==> src/rtl/m3ema_pkg.sv <==
// Shared constants and types for the median-of-three EMA smoother.
// Used by m3ema_core and median3_ema_smoother_top; depends on nothing else.
package m3ema_pkg;

    // Default sample width and alpha fraction bits.
    localparam int SAMPLE_WIDTH_DEF    = 16;
    localparam int ALPHA_FRAC_BITS_DEF = 16;

    // The EMA accumulator always carries this many fraction bits.
    localparam int EMA_FRAC_BITS = 16;

    // Width of the smoothing_alpha configuration register and its reset value.
    localparam int                     ALPHA_REG_WIDTH = 16;
    localparam logic [ALPHA_REG_WIDTH-1:0] ALPHA_RESET = 16'd6554;

    // Width of the kind field carried in tuser.
    localparam int KIND_WIDTH = 2;

    typedef enum logic [KIND_WIDTH-1:0] {
        KIND_SAMPLE     = 2'd0,
        KIND_FORCE      = 2'd1,
        KIND_INVALIDATE = 2'd2
    } t_kind;

endpackage

==> src/rtl/m3ema_core.sv <==
// Filter state and combinational datapath: median of three, EMA update, rounding.
// Depends on m3ema_pkg.
module m3ema_core #(
    parameter int SAMPLE_WIDTH    = m3ema_pkg::SAMPLE_WIDTH_DEF,
    parameter int ALPHA_FRAC_BITS = m3ema_pkg::ALPHA_FRAC_BITS_DEF
) (
    input  logic                                    i_clk,
    input  logic                                    i_rst_n,
    input  logic                                    i_fire,
    input  logic [m3ema_pkg::KIND_WIDTH-1:0]        i_kind,
    input  logic [SAMPLE_WIDTH-1:0]                 i_sample,
    input  logic [m3ema_pkg::ALPHA_REG_WIDTH-1:0]   i_alpha,
    output logic                                    o_has_result,
    output logic [SAMPLE_WIDTH-1:0]                 o_result
);

    localparam int EF = m3ema_pkg::EMA_FRAC_BITS;
    localparam int SW = SAMPLE_WIDTH;
    localparam int AF = ALPHA_FRAC_BITS;
    localparam int EW = SW + EF;        // accumulator width
    localparam int DW = EW + 1;         // difference width
    localparam int RW = AF + DW + 1;    // product width
    localparam int AW = (AF > m3ema_pkg::ALPHA_REG_WIDTH) ? AF : m3ema_pkg::ALPHA_REG_WIDTH;

    localparam longint unsigned AMIN = (64'd1 << AF) / 100;
    localparam longint unsigned AMAX = (64'd99 << AF) / 100;
    localparam logic [AW-1:0] ALPHA_MIN = AW'(AMIN);
    localparam logic [AW-1:0] ALPHA_MAX = AW'(AMAX);
    localparam logic signed [RW-1:0] ROUND_STEP = RW'(1) << (AF - 1);
    localparam logic signed [EW:0]   ROUND_OUT  = (EW + 1)'(1) << (EF - 1);
    localparam logic signed [SW:0]   SMAX = (SW + 1)'((1 << (SW - 1)) - 1);
    localparam logic signed [SW:0]   SMIN = -SMAX - (SW + 1)'(1);

    typedef m3ema_pkg::t_kind t_kind_local_e;

    logic                  r_primed;
    logic signed [SW-1:0]  r_hist_old;
    logic signed [SW-1:0]  r_hist_new;
    logic signed [EW-1:0]  r_ema;

    logic signed [SW-1:0]  w_x;
    logic signed [SW-1:0]  w_min_ab;
    logic signed [SW-1:0]  w_max_ab;
    logic signed [SW-1:0]  w_min_c;
    logic signed [SW-1:0]  w_med;
    logic [AW-1:0]         w_alpha_ext;
    logic [AF-1:0]         w_alpha;
    logic signed [DW-1:0]  w_diff;
    logic signed [RW-1:0]  w_prod;
    logic signed [RW-1:0]  w_rnd;
    logic signed [DW-1:0]  w_step;
    logic signed [DW-1:0]  w_sum;
    logic signed [EW-1:0]  n_ema;
    logic signed [EW:0]    w_out_rnd;
    logic signed [SW:0]    w_y_full;
    logic signed [SW-1:0]  w_y;
    t_kind_local_e         w_kind;

    assign w_kind = m3ema_pkg::t_kind'(i_kind);
    assign w_x    = $signed(i_sample);

    // Median of the two stored samples and the new one.
    assign w_min_ab = (r_hist_old < r_hist_new) ? r_hist_old : r_hist_new;
    assign w_max_ab = (r_hist_old > r_hist_new) ? r_hist_old : r_hist_new;
    assign w_min_c  = (w_max_ab < w_x) ? w_max_ab : w_x;
    assign w_med    = (w_min_ab > w_min_c) ? w_min_ab : w_min_c;

    // Alpha clamped to the 0.01 .. 0.99 range.
    assign w_alpha_ext = AW'(i_alpha);
    always_comb begin
        if (w_alpha_ext < ALPHA_MIN) begin
            w_alpha = AF'(ALPHA_MIN);
        end else if (w_alpha_ext > ALPHA_MAX) begin
            w_alpha = AF'(ALPHA_MAX);
        end else begin
            w_alpha = AF'(w_alpha_ext);
        end
    end

    // EMA step, rounded half up, then the arithmetic floor by the alpha fraction.
    assign w_diff = $signed({w_med[SW-1], w_med, {EF{1'b0}}}) - $signed({r_ema[EW-1], r_ema});
    assign w_prod = RW'($signed({1'b0, w_alpha})) * RW'(w_diff);
    assign w_rnd  = w_prod + ROUND_STEP;
    assign w_step = $signed(w_rnd[AF+DW-1:AF]);
    assign w_sum  = $signed({r_ema[EW-1], r_ema}) + w_step;
    assign n_ema  = w_sum[EW-1:0];

    // Output rounding to the nearest sample unit, with a saturation guard.
    assign w_out_rnd = $signed({n_ema[EW-1], n_ema}) + ROUND_OUT;
    assign w_y_full  = $signed(w_out_rnd[EW:EF]);
    always_comb begin
        if (w_y_full > SMAX) begin
            w_y = SMAX[SW-1:0];
        end else if (w_y_full < SMIN) begin
            w_y = SMIN[SW-1:0];
        end else begin
            w_y = w_y_full[SW-1:0];
        end
    end

    assign o_has_result = (w_kind == m3ema_pkg::KIND_SAMPLE);
    assign o_result     = r_primed ? w_y : w_x;

    always_ff @(posedge i_clk) begin
        if (!i_rst_n) begin
            r_primed <= 1'b0;
        end else if (i_fire) begin
            case (w_kind)
                m3ema_pkg::KIND_SAMPLE: begin
                    r_primed <= 1'b1;
                end
                m3ema_pkg::KIND_FORCE: begin
                    r_primed <= 1'b1;
                end
                m3ema_pkg::KIND_INVALIDATE: begin
                    r_primed <= 1'b0;
                end
                default: begin
                    r_primed <= r_primed;
                end
            endcase
        end
    end

    // History and accumulator are only read once primed, and priming loads them.
    always_ff @(posedge i_clk) begin
        if (i_fire) begin
            if ((w_kind == m3ema_pkg::KIND_FORCE) ||
                ((w_kind == m3ema_pkg::KIND_SAMPLE) && !r_primed)) begin
                r_hist_old <= w_x;
                r_hist_new <= w_x;
                r_ema      <= {w_x, {EF{1'b0}}};
            end else if (w_kind == m3ema_pkg::KIND_SAMPLE) begin
                r_hist_old <= r_hist_new;
                r_hist_new <= w_x;
                r_ema      <= n_ema;
            end
        end
    end

endmodule

==> config.mk <==
export PLATFORM = sky130hd
export DESIGN_NAME = m3ema_core
export DESIGN_NICKNAME = d
export VERILOG_FILES = /design/src/rtl/m3ema_pkg.sv /design/src/rtl/m3ema_core.sv
export SDC_FILE = /design/constraint.sdc
export NUM_CORES = 2
export LEC_CHECK = 0
export BUFFER_PORTS_ARGS = -buffer_cell sky130_fd_sc_hd__buf_2
export CAP_MARGIN = 0
export CORE_UTILIZATION = 40
export DETAILED_ROUTE_END_ITERATION = 10
export PLACE_DENSITY = 0.58
export SLEW_MARGIN = 20
export SYNTH_ARGS = -nofsm -noshare
export SYNTH_HDL_FRONTEND = slang
export SYNTH_SLANG_ARGS = --single-unit
==> constraint.sdc <==
create_clock -name i_clk -period 27.4 [get_ports i_clk]
set_input_delay 5.48 -clock i_clk [delete_from_list [all_inputs] [get_ports i_clk]]
set_output_delay 5.48 -clock i_clk [all_outputs]
set_load 0.02 [all_outputs]
==> reports/results.txt <==
total iterations of the first detailed-routing run - 5
FF/Latch Area - 1940 µm²
die area - 66300 µm²
Die X-Extent - 258 µm
CTS tree - built
fraction of layout cells with a size suffix above 1 - 6.83%
grt ovf - 0
Mapped Cells - 3061
die span in y - 258 µm
I/O Pins - 54
pin count of the biggest net entering global routing - 66
EDFF count, synth - 64
Yosys reg bits - 65
Initial Util - 40.5%
DR iter-0 viols - 1197
Sink Count - 65
P&R area growth vs syn - 7.44%
Synth Flop Type - edfxtp_1
synthesized cell area - 26100 µm²
Site Rows - 93
crit path buf inv count - 8
Yosys warnings - 0
setup TNS after final layout - 0 ps
achievable clock frequency - 38.0 MHz
Top delay family on crit path - adder cells
Detail Route Antenna Nets - 0
number of remaining DRC errors - 0
Setup CP Type - input port to output port
CTS H-tree lvls - 3
Layout Nets - 3864
Final setup viols - 0
multi-input logic area - 21300 µm²
ys async rst share - 0%
vias in the first global route - 20800
core area - 64500 µm²
commonest non-fill, non-tap cell in the layout - inv_1
worst skew pair latency - 350 ps
Hold Vio Cnt, Final - 0
Seq/Total Area, Yosys - 7.43%
area leader, netlist - fa_1
Port Buffers - 53
routability cong. - 0.899
initial antenna violation count - 1
fin crit share - 95.9%
Fillers - 6539
commonest non-fill, non-tap cells in the layout - 725 x inv_1, 491 x fa_1, 334 x nand2_1, 248 x nor2_1, 239 x ha_1
Layout Skew - 8.91 ps
Hold Path Class - flop to flop
global route hottest layer - met2
Synth cell types - 82
clock tree buffer depth - 2
global routing usage on met1 - 33.4%
Root Buffer - clkbuf_16
post-layout min period - 26290 ps
max incr delay on CP - 570 ps
startpoint types - input port
Vias - 20200
wire length per cell - 17.8 µm
largest fanout on the critical path - 9
Worst-path clk slew - 50 ps
Least-Margin Pin Slew - 994 ps
syn avg cell area - 8.53 µm²
hpwl dp - 58500 µm
status - completed
slowest CP cell - fa_1
grt met3 use - 1.86%
Synth area leaders - fa_1 38%, ha_1 11%, inv_1 10%, edfxtp_1 7.4%, nand2_1 4.8%
fin. max-slew vios - 0
CP required - 21920 ps
Total GRT Usage - 22.0%
Post-Layout Cell Count - 3957
antenna fix cells - 0
Synth top area share - 37.6%
CP endpoint kind - output port
critical path arrival - 20810 ps
CTS Buf Count - 9
Syn Nets - 3828
DR vias/cell - 5.10
headroom to the max-slew limit - 33.8%
drt total wl - 70300 µm
met2 usage - 34.5%
first-pass GRT wire length - 116000 µm
DP Cell Count - 3938
Fin Hold WS - 627 ps
max-cap viol count - 0
worst reg2reg max path: cells and delay by family, from the launching register on:
family,cells,cell delay (ps)
buf+inv,4,220
flops,1,440
mux,3,840
xor+xnor,3,800
compound gates,31,6420
simple gates,18,3090
fa+ha+maj,12,5250
per-layer routing:
layer | routed length [µm] | part of all wire, %
met4 | 1120 | 1.6
met1 | 34200 | 49
met2 | 31400 | 45
met3 | 3590 | 5.1
met5 | 0 | 0
flip-flops by register name, summed over array words and instances (netlist names):
| register | count |
|---|---|
| r_hist_old | 16 |
| r_primed | 1 |
| r_hist_new | 16 |
| r_ema | 32 |
per-stage QoR:
stage | area (µm²) | worst slack [ps] | util, %
2_1_floorplan | 26100 | 1690 | -
3_3_place_gp | 27700 | 933 | 42.9
3_5_place_dp | 27700 | 803 | 42.9
4_1_cts | 28000 | 694 | 43.4
5_1_grt | 28100 | -7.08 | 43.5
6_report | 28100 | 1110 | 43.5
synth_stat cells (8+ instances only):
master and number:
inv_1 725, fa_1 491, nand2_1 336, nor2_1 248
ha_1 239, and2_1 130, a21oi_1 113, clkbuf_1 85
xnor2_1 84, o21ai_0 67, edfxtp_1 64, xor2_1 45
a21o_1 43, mux2i_1 33, nor2b_1 30, nand3_1 29
nor3_1 28, nand4_1 25, o21a_1 19, a31oi_1 17
mux2_2 16, a211oi_1 15, nand2b_1 14, and3_1 10
o21bai_1 10, or3_1 10, o211ai_1 9, nor4_1 8
final cells by class:
class / instances / area share (%)
Tap cell: 855 / 3.81
Clock inverter: 5 / 0.165
Clock buffer: 11 / 0.829
Timing Repair Buffer: 119 / 2.76
Inverter: 727 / 9.72
Multi-Input combinational cell: 2175 / 75.8
Sequential cell: 65 / 6.92
final timing paths:
check	from	end	slack [ps]	cells after the start
max	i_sample[9]	o_result[10]	1110	69
min	r_hist_new[0]$_DFFE_PP_	r_hist_old[0]$_DFFE_PP_	630	2
max reg2reg	r_hist_old[1]$_DFFE_PP_	r_ema[31]$_DFFE_PP_	10040	71
min reg2reg	r_hist_new[0]$_DFFE_PP_	r_hist_old[0]$_DFFE_PP_	630	2
timing repair:
action | 4_1_cts | 5_1_grt
endpoints found under the setup margin | 0 | 16
buffers inserted | 0 | 3
hold buffers | 0 | 0
resized for setup | 0 | 14
logic make-up (layout without fill, tap and decap cells):
| kind of cell | count (synthesis) | after routing | synth area share (%) |
|---|---|---|---|
| AND/OR/NAND/NOR | 903 | 903 | 16.1 |
| buffers and inverters | 821 | 862 | 11.9 |
| adder cells (fa/ha/maj) | 730 | 730 | 49.1 |
| AO/OA/AOI/OAI | 361 | 361 | 9.01 |
| XOR/XNOR | 131 | 131 | 4.48 |
| flip-flops | 65 | 65 | 7.43 |
| multiplexers | 50 | 50 | 2.04 |
Power is not shown: default switching activity piles up to over one toggle a cycle in this logic, so the estimate is an artifact.
